$ cat src/design/u2l_pkg.sv
// Types, constants and helpers shared by the UTF-8 to Latin-1 decoder.
`timescale 1ns / 1ps
package u2l_pkg;

	localparam logic [7:0] CHAR_DOT   = 8'h2E;
	localparam logic [7:0] CHAR_COMMA = 8'h2C;
	localparam logic [7:0] CTRL_LIMIT = 8'd32;
	localparam logic [7:0] CONT_LO    = 8'd128;
	localparam logic [7:0] CONT_HI    = 8'd191;
	localparam logic [7:0] LEAD2_MAX  = 8'd223;
	localparam logic [2:0] LEAD2_TAG  = 3'b110;
	localparam logic [5:0] LATIN_TAG  = 6'b110000;
	localparam logic [1:0] CONT_TAG   = 2'b10;

	typedef struct packed {
		logic [7:0] in_byte;
		logic       is_last;
	} in_word_t;

	typedef struct packed {
		logic [7:0] out_byte;
		logic       has_byte;
		logic       stopped;
		logic       string_end;
	} out_word_t;

	typedef struct packed {
		logic       lead_pending;
		logic [1:0] lead_low_bits;
		logic       skip_next;
		logic       halted;
	} state_t;

	// controls and commas are not safe in a CSV field
	function automatic logic [7:0] clean_char(input logic [7:0] c);
		if (c < CTRL_LIMIT || c == CHAR_COMMA) begin
			return CHAR_DOT;
		end
		return c;
	endfunction

endpackage

$ cat src/design/u2l_decode.sv
// Per-word decode: next state and optional result from current state and input word.
`timescale 1ns / 1ps
module u2l_decode import u2l_pkg::*; (
	input  state_t    st,
	input  in_word_t  word,
	output state_t    st_next,
	output logic      res_valid,
	output out_word_t res
);

	localparam logic [1:0] KIND_NONE = 2'd0;
	localparam logic [1:0] KIND_CHAR = 2'd1;
	localparam logic [1:0] KIND_STOP = 2'd2;

	logic [1:0] kind;
	logic [7:0] ch;
	logic [7:0] b;
	logic [7:0] v;

	assign b = word.in_byte;
	assign v = {st.lead_low_bits, b[5:0]};

	always_comb begin
		st_next = st;
		kind    = KIND_NONE;
		ch      = '0;
		if (st.halted) begin
			kind = KIND_NONE;
		end else if (st.skip_next) begin
			st_next.skip_next = 1'b0;
		end else if (st.lead_pending) begin
			st_next.lead_pending = 1'b0;
			if (b[7:6] != CONT_TAG) begin
				kind = KIND_STOP;
			end else begin
				st_next.lead_low_bits = '0;
				if (v == 8'd0) begin
					kind = KIND_STOP;
				end else begin
					kind = KIND_CHAR;
					ch   = clean_char(v);
				end
			end
		end else if (b < CTRL_LIMIT || b inside {[CONT_LO:CONT_HI]}) begin
			kind = KIND_CHAR;
			ch   = CHAR_DOT;
		end else if (b > LEAD2_MAX) begin
			kind = KIND_STOP;
		end else if (b[7:5] == LEAD2_TAG) begin
			if (word.is_last) begin
				kind = KIND_STOP;
			end else if (b[7:2] != LATIN_TAG) begin
				// lead outside Latin-1: one '.' now, drop its continuation
				kind              = KIND_CHAR;
				ch                = CHAR_DOT;
				st_next.skip_next = 1'b1;
			end else begin
				st_next.lead_pending  = 1'b1;
				st_next.lead_low_bits = b[1:0];
			end
		end else begin
			kind = KIND_CHAR;
			ch   = clean_char(b);
		end

		if (kind == KIND_STOP) begin
			st_next.halted = 1'b1;
		end
		if (word.is_last) begin
			st_next = '0;
		end
	end

	assign res_valid      = (kind != KIND_NONE);
	assign res.out_byte   = (kind == KIND_CHAR) ? ch : 8'd0;
	assign res.has_byte   = (kind == KIND_CHAR);
	assign res.stopped    = (kind == KIND_STOP);
	assign res.string_end = word.is_last;

endmodule

$ cat src/design/utf8_to_latin1_stream_decoder.sv
// UTF-8 to Latin-1 stream decoder top level. One byte word in per cycle, at
// most one Latin-1 result word out per input word. An accepted word is held in
// the input register s1, is decoded against the sequence state by a few
// compares, and its result lands in the output register, where the result word is
// presented and held for as long as the result side stalls.
// Sustained rate is one word per cycle; the only thing that slows it is stall
// on the result side once the output register is full, and words that give no
// result (pending leads, swallowed or dropped bytes) pass even then. Stopped
// strings drop input until the last-marked byte.
`timescale 1ns / 1ps
module utf8_to_latin1_stream_decoder import u2l_pkg::*; (
	input  logic      clk,
	input  logic      arst_n,
	input  logic      src_valid,
	output logic      src_stall,
	input  in_word_t  src_word,
	output logic      dst_valid,
	input  logic      dst_stall,
	output out_word_t dst_word
);

	logic      valid_s1;
	in_word_t  word_s1;
	state_t    st_q;
	state_t    st_next;
	logic      res_valid;
	out_word_t res;
	logic      dst_valid_q;
	out_word_t dst_word_q;
	logic      advance;
	logic      load_s1;

	u2l_decode u_decode (
		.st        (st_q),
		.word      (word_s1),
		.st_next   (st_next),
		.res_valid (res_valid),
		.res       (res)
	);

	// s1 moves on unless it has a result and the output register is held
	assign advance   = valid_s1 && (!res_valid || !dst_valid_q || !dst_stall);
	assign src_stall = valid_s1 && !advance;
	assign load_s1   = src_valid && !src_stall;

	always_ff @(posedge clk or negedge arst_n) begin
		if (!arst_n) begin
			valid_s1 <= 1'b0;
		end else if (load_s1) begin
			valid_s1 <= 1'b1;
		end else if (advance) begin
			valid_s1 <= 1'b0;
		end
	end

	always_ff @(posedge clk) begin
		if (load_s1) begin
			word_s1 <= src_word;
		end
	end

	always_ff @(posedge clk or negedge arst_n) begin
		if (!arst_n) begin
			st_q <= '0;
		end else if (advance) begin
			st_q <= st_next;
		end
	end

	always_ff @(posedge clk or negedge arst_n) begin
		if (!arst_n) begin
			dst_valid_q <= 1'b0;
		end else if (advance && res_valid) begin
			dst_valid_q <= 1'b1;
		end else if (!dst_stall) begin
			dst_valid_q <= 1'b0;
		end
	end

	always_ff @(posedge clk) begin
		if (advance && res_valid) begin
			dst_word_q <= res;
		end
	end

	assign dst_valid = dst_valid_q;
	assign dst_word  = dst_word_q;

endmodule

$ cat config.mk
export PLATFORM = sky130hd
export DESIGN_NAME = utf8_to_latin1_stream_decoder
export DESIGN_NICKNAME = d
export VERILOG_FILES = /design/src/design/u2l_pkg.sv /design/src/design/u2l_decode.sv /design/src/design/utf8_to_latin1_stream_decoder.sv
export SDC_FILE = /design/constraint.sdc
export NUM_CORES = 1
export LEC_CHECK = 0
export ABC_CLOCK_PERIOD_IN_PS = 3400
export BUFFER_PORTS_ARGS = -buffer_cell sky130_fd_sc_hd__buf_2
export CAP_MARGIN = 0
export CORE_MARGIN = 3
export CORE_UTILIZATION = 45
export CTS_BUF_LIST = sky130_fd_sc_hd__clkbuf_2 sky130_fd_sc_hd__clkbuf_4 sky130_fd_sc_hd__clkbuf_8
export CTS_CLUSTER_DIAMETER = 60
export DETAILED_ROUTE_END_ITERATION = 10
export PLACE_DENSITY = 0.78
export SYNTH_ARGS = -nofsm -noshare
export SYNTH_HDL_FRONTEND = slang
export SYNTH_SLANG_ARGS = --single-unit
$ cat constraint.sdc
create_clock -name clk -period 3.4 [get_ports clk]
set_input_delay 0 -clock clk [delete_from_list [all_inputs] [get_ports clk]]
set_output_delay 0 -clock clk [all_outputs]
set_load 0.05 [all_outputs]
==> summary.txt, run 1 <==
Timing
  – Hold Fails Final Rpt: 0
  – RSZ-0062 raised after global routing: no
  – Max Clk Rate: 0.412 GHz
  – Endpoints failing setup: 0
  – Final worst-path cycle share: 71.5%
  – Min Hold Slack: 0.0284 ns
  – Post-route setup TNS: 0 ns
  – Slew Limit Fails: 0
  – Min cycle time layout: 2.43 ns
  – Post-Route Skew: 0.00253 ns
  – Worst-Margin Slew: 0.500 ns
  – Slew margin rel.: 66.2%

Worst setup path
  – Crit Path Class: register to register
  – Slowest stage delay, CP: 0.58 ns
  – CP max FO: 13
  – Slowest-stage cell, CP: edfxtp_1
  – Crit path required time: 3.41 ns
  – Critical path startpoint category: register
  – Crit path cell chain: nor4_4 -> a211o_1 -> a2111oi_4 -> buf_4 -> o21ai_2 -> o21a_1
  – Origin of the worst setup path: word_s1[6]
  – Buf+Inv Stages, Crit Path: 1
  – Delay-heaviest family, CP: compound AO/OA/AOI/OAI gates
  – Crit. End Element: register
  – RR Startpoint: word_s1[6]
  – WP data arrival: 2.44 ns

Logic synthesis
  – Top-area cell type share of the netlist area: 44.5%
  – Sequential-to-total area share from yosys stat: 57.5%
  – Most used DFF post-synth: edfxtp_1
  – Yosys warnings: 0
  – Post-Syn Instances: 113
  – Avg Inst Size Synth: 11.9 µm²
  – Largest cells by area after synthesis: edfxtp_1 45%, dfrtp_1 13%, nand2_1 2.8%, buf_6 2.5%, a21oi_1 2.2%
  – Top-count cell post-synth: edfxtp_1
  – Synth area leader: edfxtp_1
  – Synthesized area: 1350 µm²
  – Share of synthesized registers carrying an async set or reset: 25.9%
  – Synth top cells by count: 20 x edfxtp_1, 10 x nand2_1, 8 x nor2_1, 7 x dfrtp_1
  – Post-Syn Nets: 126
  – Post-synth EDFFs: 20
  – Synth cell types: 37
  – Synthesized flop and latch total: 27

Detailed routing
  – DR pass1 iterations: 4
  – Vias per std cell: 5.79
  – Iteration-0 DRC Markers: 20
  – Vias: 1042
  – Final wirelength: 2.61 mm
  – # DRC: 0
  – Final ANT Viol Nets: 0
  – Routed len/inst: 14.5 µm

Power and ir drop
  – Peak VDD IR: 0.298 mV
  – Comb power frac: 33.3%
  – Clock network power share: 15.4%
  – Sw frac: 37.4%
  – P_int: 0.548 mW
  – Leak: 0.668 nW
  – Seq pwr share: 51.4%
  – Switching power of the nets: 0.327 mW
  – PwrDens: 542 nW/µm²

Floorplan
  – Die Height: 60.7 µm
  – FP Rows: 19
  – IO Pins: 26
  – DIE AREA: 3690 µm²
  – Core ar.: 2810 µm²
  – Die width: 60.7 µm
  – Starting Density: 48.1%

Placed design
  – Gpl congestion: 0.870
  – Placed instance count: 165
  – Area of placed instances: 1480 µm²
  – Port Buffers: 25
  – Detailed placement HPWL: 1.85 mm

GRT
  – Total GRT Usage: 16.2%
  – Largest net degree at the start of global routing: 16
  – First-pass GRT wire length: 4.42 mm
  – Vias in the first global route: 1032
  – Grt total ovfl: 0
  – Antenna violations before repair: 0

Clocking
  – Worst-skew pair later-pin latency: 0.32 ns
  – H-tree Lvls: 1
  – CTS tree: done
  – CTS Buffer Depth: 2
  – CTS resizes: 0
  – Post-CTS Setup Bufs: 0
  – Cts bufs inserted: 3
  – CTS sink count: 27
  – Root Driver: clkbuf_4
  – CTS clk-pin slew, worst paths: 0.13 ns

Run status
  – Outcome: finished clean

Layout
  – Finished Cell Area: 1620 µm²
  – Area Growth Syn to Fin: 19.9%
  – Area of the multi-input gates: 517 µm²
  – Fillers: 225
  – Nets@finish: 163
  – Share of layout cells above drive strength 1: 24.8%
  – Register Area: 776 µm²
  – Antenna diode instance count: 0
  – Final Instance Count excl. Fillers: 180

Hold path
  – HP Class: primary input to asynchronous set/reset pin

Run
  – Max-Cap Viols: 0
## metrics by stage
stage	worst slack, ns	power, mW	util [%]
floorplan	0.985	0.677	-
global placement	1.07	0.730	52.7
detailed placement	0.978	0.739	52.7
CTS	0.962	0.882	57.6
global route	0.787	0.920	57.6
finish	0.970	0.876	57.6
## layout by cell type (no fill, tap or decap), types with 2 or more instances in the layout
master and count:
a21boi_1 2, nor2_1 8, nor2b_1 2, clkbuf_4 3
nand2_1 10, dfrtp_1 7, o21ai_0 5, buf_2 25
a21oi_1 6, buf_4 2, o21a_1 4, o211ai_1 2
o21ai_1 3, nor4_1 3, nand4_1 2, inv_1 2
dlygate4sd3_1 11, nand3_1 6, and3b_1 3, nor3_1 5
edfxtp_1 20
## logic make-up (layout without fill, tap and decap cells)
group	Yosys count	count (layout)	share of synthesized area (%)
simple gates	46	46	20.6
buf+inv	8	44	4.17
flops	27	27	57.5
compound gates	32	32	17.7
## worst register-to-register path, cell delays in order (launching register included)
cell	delay, ns
edfxtp_1	0.58
nor4_4	0.44
a211o_1	0.22
a2111oi_4	0.07
buf_4	0.20
o21ai_2	0.21
o21a_1	0.38
## repair_timing
| action | CTS | global route |
|---|---|---|
| setup endpoints to repair | 0 | 0 |
| hold endpoints to repair | 17 | 0 |
| hold buffers | 11 | 0 |
## worst paths after layout
| check | end | slack (ns) | cells after the start |
|---|---|---|---|
| max | word_s1[8] | 0.97 | 6 |
| max reg2reg | word_s1[8] | 0.97 | 6 |
| max in group asynchronous | st_q[3] | 3.22 | 2 |
| min reg2reg | st_q[1] | 0.64 | 2 |
| min | valid_s1 | 0.03 | 2 |
| min in group clk | dst_valid | 0.08 | 3 |
## area by class of cell
cell class / count / share of cell area (%)
sequential: 27 / 48.0
multi-input combinational: 78 / 32.0
timing repair buffer: 38 / 15.5
tap: 31 / 2.40
clock buffer: 3 / 1.39
inverter: 2 / 0.464
clock inverter: 1 / 0.310
## metal layers
layer	part of all wire [%]	wire length [µm]	track usage (%)
met5	0	0	0
met4	1.6	42	8.36
met3	5.1	132	2.34
met2	53	1390	29.2
met1	40	1050	18.6
## power groups by stage
stage | Sequential, mW | Clock [mW] | Combinational [mW]
2_1_floorplan | 0.547 | 0 | 0.130
3_3_place_gp | 0.453 | 0 | 0.277
3_5_place_dp | 0.456 | 0 | 0.282
4_1_cts | 0.449 | 0.140 | 0.293
5_1_grt | 0.455 | 0.152 | 0.314
6_report | 0.450 | 0.135 | 0.291
## sequential cells by signal, summed over array words and instances (netlist names)
name,flops
dst_valid,1
dst_word,11
st_q,5
valid_s1,1
word_s1,9
(Power assumes the default switching activity.)
==> run 2: changes to the inputs <==
--- a/config.mk
+++ b/config.mk
@@ -5,7 +5,7 @@
 export SDC_FILE = /design/constraint.sdc
 export NUM_CORES = 1
 export LEC_CHECK = 0
-export ABC_CLOCK_PERIOD_IN_PS = 3400
+export ABC_CLOCK_PERIOD_IN_PS = 2400
 export BUFFER_PORTS_ARGS = -buffer_cell sky130_fd_sc_hd__buf_2
 export CAP_MARGIN = 0
 export CORE_MARGIN = 3
==> constraint.sdc (replaced) <==
create_clock -name clk -period 2.4 [get_ports clk]
set_input_delay 0 -clock clk [delete_from_list [all_inputs] [get_ports clk]]
set_output_delay 0 -clock clk [all_outputs]
set_load 0.05 [all_outputs]
==> summary.txt, run 2 (synthesis gave the netlist of run 1 again) <==
Detailed routing
  – Final ANT Viol Nets: 0 (unchanged)
  – # DRC: 0 (unchanged)
  – Vias: 1074 (+3.1%)
  – Iteration-0 DRC Markers: 36 (+80%)
  – Routed len/inst: 15.6 µm (+7.3%)
  – DR pass1 iterations: 4 (unchanged)
  – Final wirelength: 2.91 mm (+11%)
  – Vias per std cell: 5.74 (-0.79%)

Floorplan
  – IO Pins: 26 (unchanged)
  – Die width: 60.7 µm (unchanged)
  – Die Height: 60.7 µm (unchanged)
  – Core ar.: 2810 µm² (unchanged)
  – DIE AREA: 3690 µm² (unchanged)
  – FP Rows: 19 (unchanged)
  – Starting Density: 48.1% (unchanged)

Placed design
  – Gpl congestion: 0.922 (+6.0%)
  – Placed instance count: 167 (+1.2%)
  – Area of placed instances: 1500 µm² (+1.3%)
  – Detailed placement HPWL: 2.01 mm (+8.5%)
  – Port Buffers: 25 (unchanged)

Layout
  – Share of layout cells above drive strength 1: 30.1% (+5.3 points)
  – Core Util, Final: 60.0% (+2.4 points)
  – Final Instance Count excl. Fillers: 187 (+3.9%)
  – Number of flip-flops under the largest register name: 11 (unchanged)
  – Nets@finish: 170 (+4.3%)
  – Most frequent cells in the layout: 24 x buf_2, 20 x edfxtp_1, 11 x dlygate4sd3_1, 10 x nand2_1, 9 x buf_4
  – Area Growth Syn to Fin: 24.8%
  – Finished Cell Area: 1680 µm² (+4.1%)
  – Antenna diode instance count: 0 (unchanged)
  – Most common cell after layout, fill and taps aside: buf_2

Timing
  – Endpoints failing setup: 0 (unchanged)
  – Slew Limit Fails: 0 (unchanged)
  – Post-Route Skew: 0.00723 ns (+0.00470 ns)
  – Max Clk Rate: 0.436 GHz
  – Slew margin rel.: 65.6% (-0.54 points)
  – Min cycle time layout: 2.30 ns
  – Hold Fails Final Rpt: 0 (unchanged)
  – Worst-Margin Slew: 0.509 ns (+0.00852 ns)
  – Final worst-path cycle share: 95.7%
  – Post-route setup TNS: 0 ns (unchanged)

Clocking
  – Root Driver: clkbuf_4
  – Cts bufs inserted: 3 (unchanged)
  – CTS clk-pin slew, worst paths: 0.14 ns (about the same)
  – CTS Buffer Depth: 2 (unchanged)
  – Worst-skew pair later-pin latency: 0.33 ns (about the same)
  – CTS tree: done
  – CTS sink count: 27 (unchanged)
  – H-tree Lvls: 1 (unchanged)

GRT
  – Largest net degree at the start of global routing: 16 (unchanged)
  – Antenna violations before repair: 0 (unchanged)
  – Most Used Layer, Global Route: met2
  – Total GRT Usage: 16.4% (+0.21 points)
  – Global-route met3 utilization: 2.13% (-0.21 points)
  – First-pass GRT wire length: 4.66 mm (+5.3%)
  – Met1 usage: 21.1% (+2.5 points)
  – M2 GR Usage: 29.2% (unchanged)
  – Vias in the first global route: 994 (-3.7%)
  – Grt total ovfl: 0 (unchanged)

Worst setup path
  – Crit Path Class: register to primary output
  – Crit. End Element: primary output
  – Slowest-stage cell, CP: edfxtp_1
  – Crit path required time: 2.40 ns (-1.01 ns)
  – Slowest stage delay, CP: 0.52 ns (-0.06 ns)
  – CP max FO: 7 (-6)
  – Critical path startpoint category: register
  – Delay-heaviest family, CP: compound AO/OA/AOI/OAI gates
  – WP data arrival: 2.30 ns (-0.14 ns)
  – Crit path cell chain: nor4_4 -> buf_4 -> a211o_1 -> a2111oi_4 -> o21ai_2 -> nor2_1 -> clkbuf_4
  – Buf+Inv Stages, Crit Path: 2 (+1)

Run status
  – Outcome: finished clean

Run
  – Max-Cap Viols: 0 (unchanged)

Power and ir drop
  – Leak: 0.703 nW (+5.3%)
  – PwrDens: 754 nW/µm² (+39%)
  – Peak VDD IR: 0.389 mV (+31%)
  – Total power: 1.27 mW (+45%)

Hold path
  – HP Class: primary input to asynchronous set/reset pin
run 2: cell types whose count changed in the layout (fill, tap and decap cells not counted), sizes merged:
cell and delta:
buf +6, clkbuf +1
run 2: where the power goes:
group	internal [mW]	total, mW	switching, mW
combinational	0.143	0.441	0.299
clock	0.0626	0.194	0.131
sequential	0.586	0.634	0.0482
total	0.791	1.27	0.478
run 2: layer usage:
metal | up-vias | routed length [µm] | share of wire [%]
met5 | - | 0 | 0
li1 | 516 | - | -
met3 | 2 | 213 | 7.3
met2 | 57 | 1570 | 54
met4 | 0 | 25 | 0.86
met1 | 499 | 1100 | 38
run 2: worst reg2reg max path: cells and delay by family, from the launching register on:
kind,cells,cell delay [ns]
compound gates,4,0.97
simple gates,1,0.08
flops,1,0.52
buf+inv,2,0.36
run 2: worst paths after layout:
check | from | endpoint | slack [ns] | cells past startpoint
setup / recovery | word_s1[6] | src_stall | 0.10 | 7
hold / removal | arst_n | dst_valid | 0.02 | 2
setup reg to reg | word_s1[6] | dst_word[1] | 0.18 | 7
hold reg to reg | st_q[1] | st_q[1] | 0.64 | 2
max in group asynchronous | arst_n | st_q[2] | 2.23 | 2
min in group clk | dst_stall | dst_valid | 0.11 | 3
run 2: cell type report:
type / instances / area (µm²)
timing repair buffer: 45 / 305
sequential: 27 / 776
tap: 31 / 38.8
multi-input combinational: 78 / 528
clock buffer: 3 / 22.5
clock inverter: 1 / 5.00
inverter: 2 / 7.51
fill: 223 / 1120
run 2: repair_timing:
item / in CTS / in global routing
buffers inserted: 0 / 5
endpoints found under the hold margin: 17 / 0
setup endpoints to repair: 0 / 21
gates resized for setup: 0 / 3
hold buffers: 11 / 0
run 2: through the flow:
step | worst slack (ns) | hold slack (ns)
after CTS | 0.0114 | 0.0121
after global placement | 0.226 | -0.159
after global routing | -0.0295 | 0.0209
after floorplan | 0.230 | -0.296
final | 0.104 | 0.0192
after detailed placement | 0.110 | -0.160
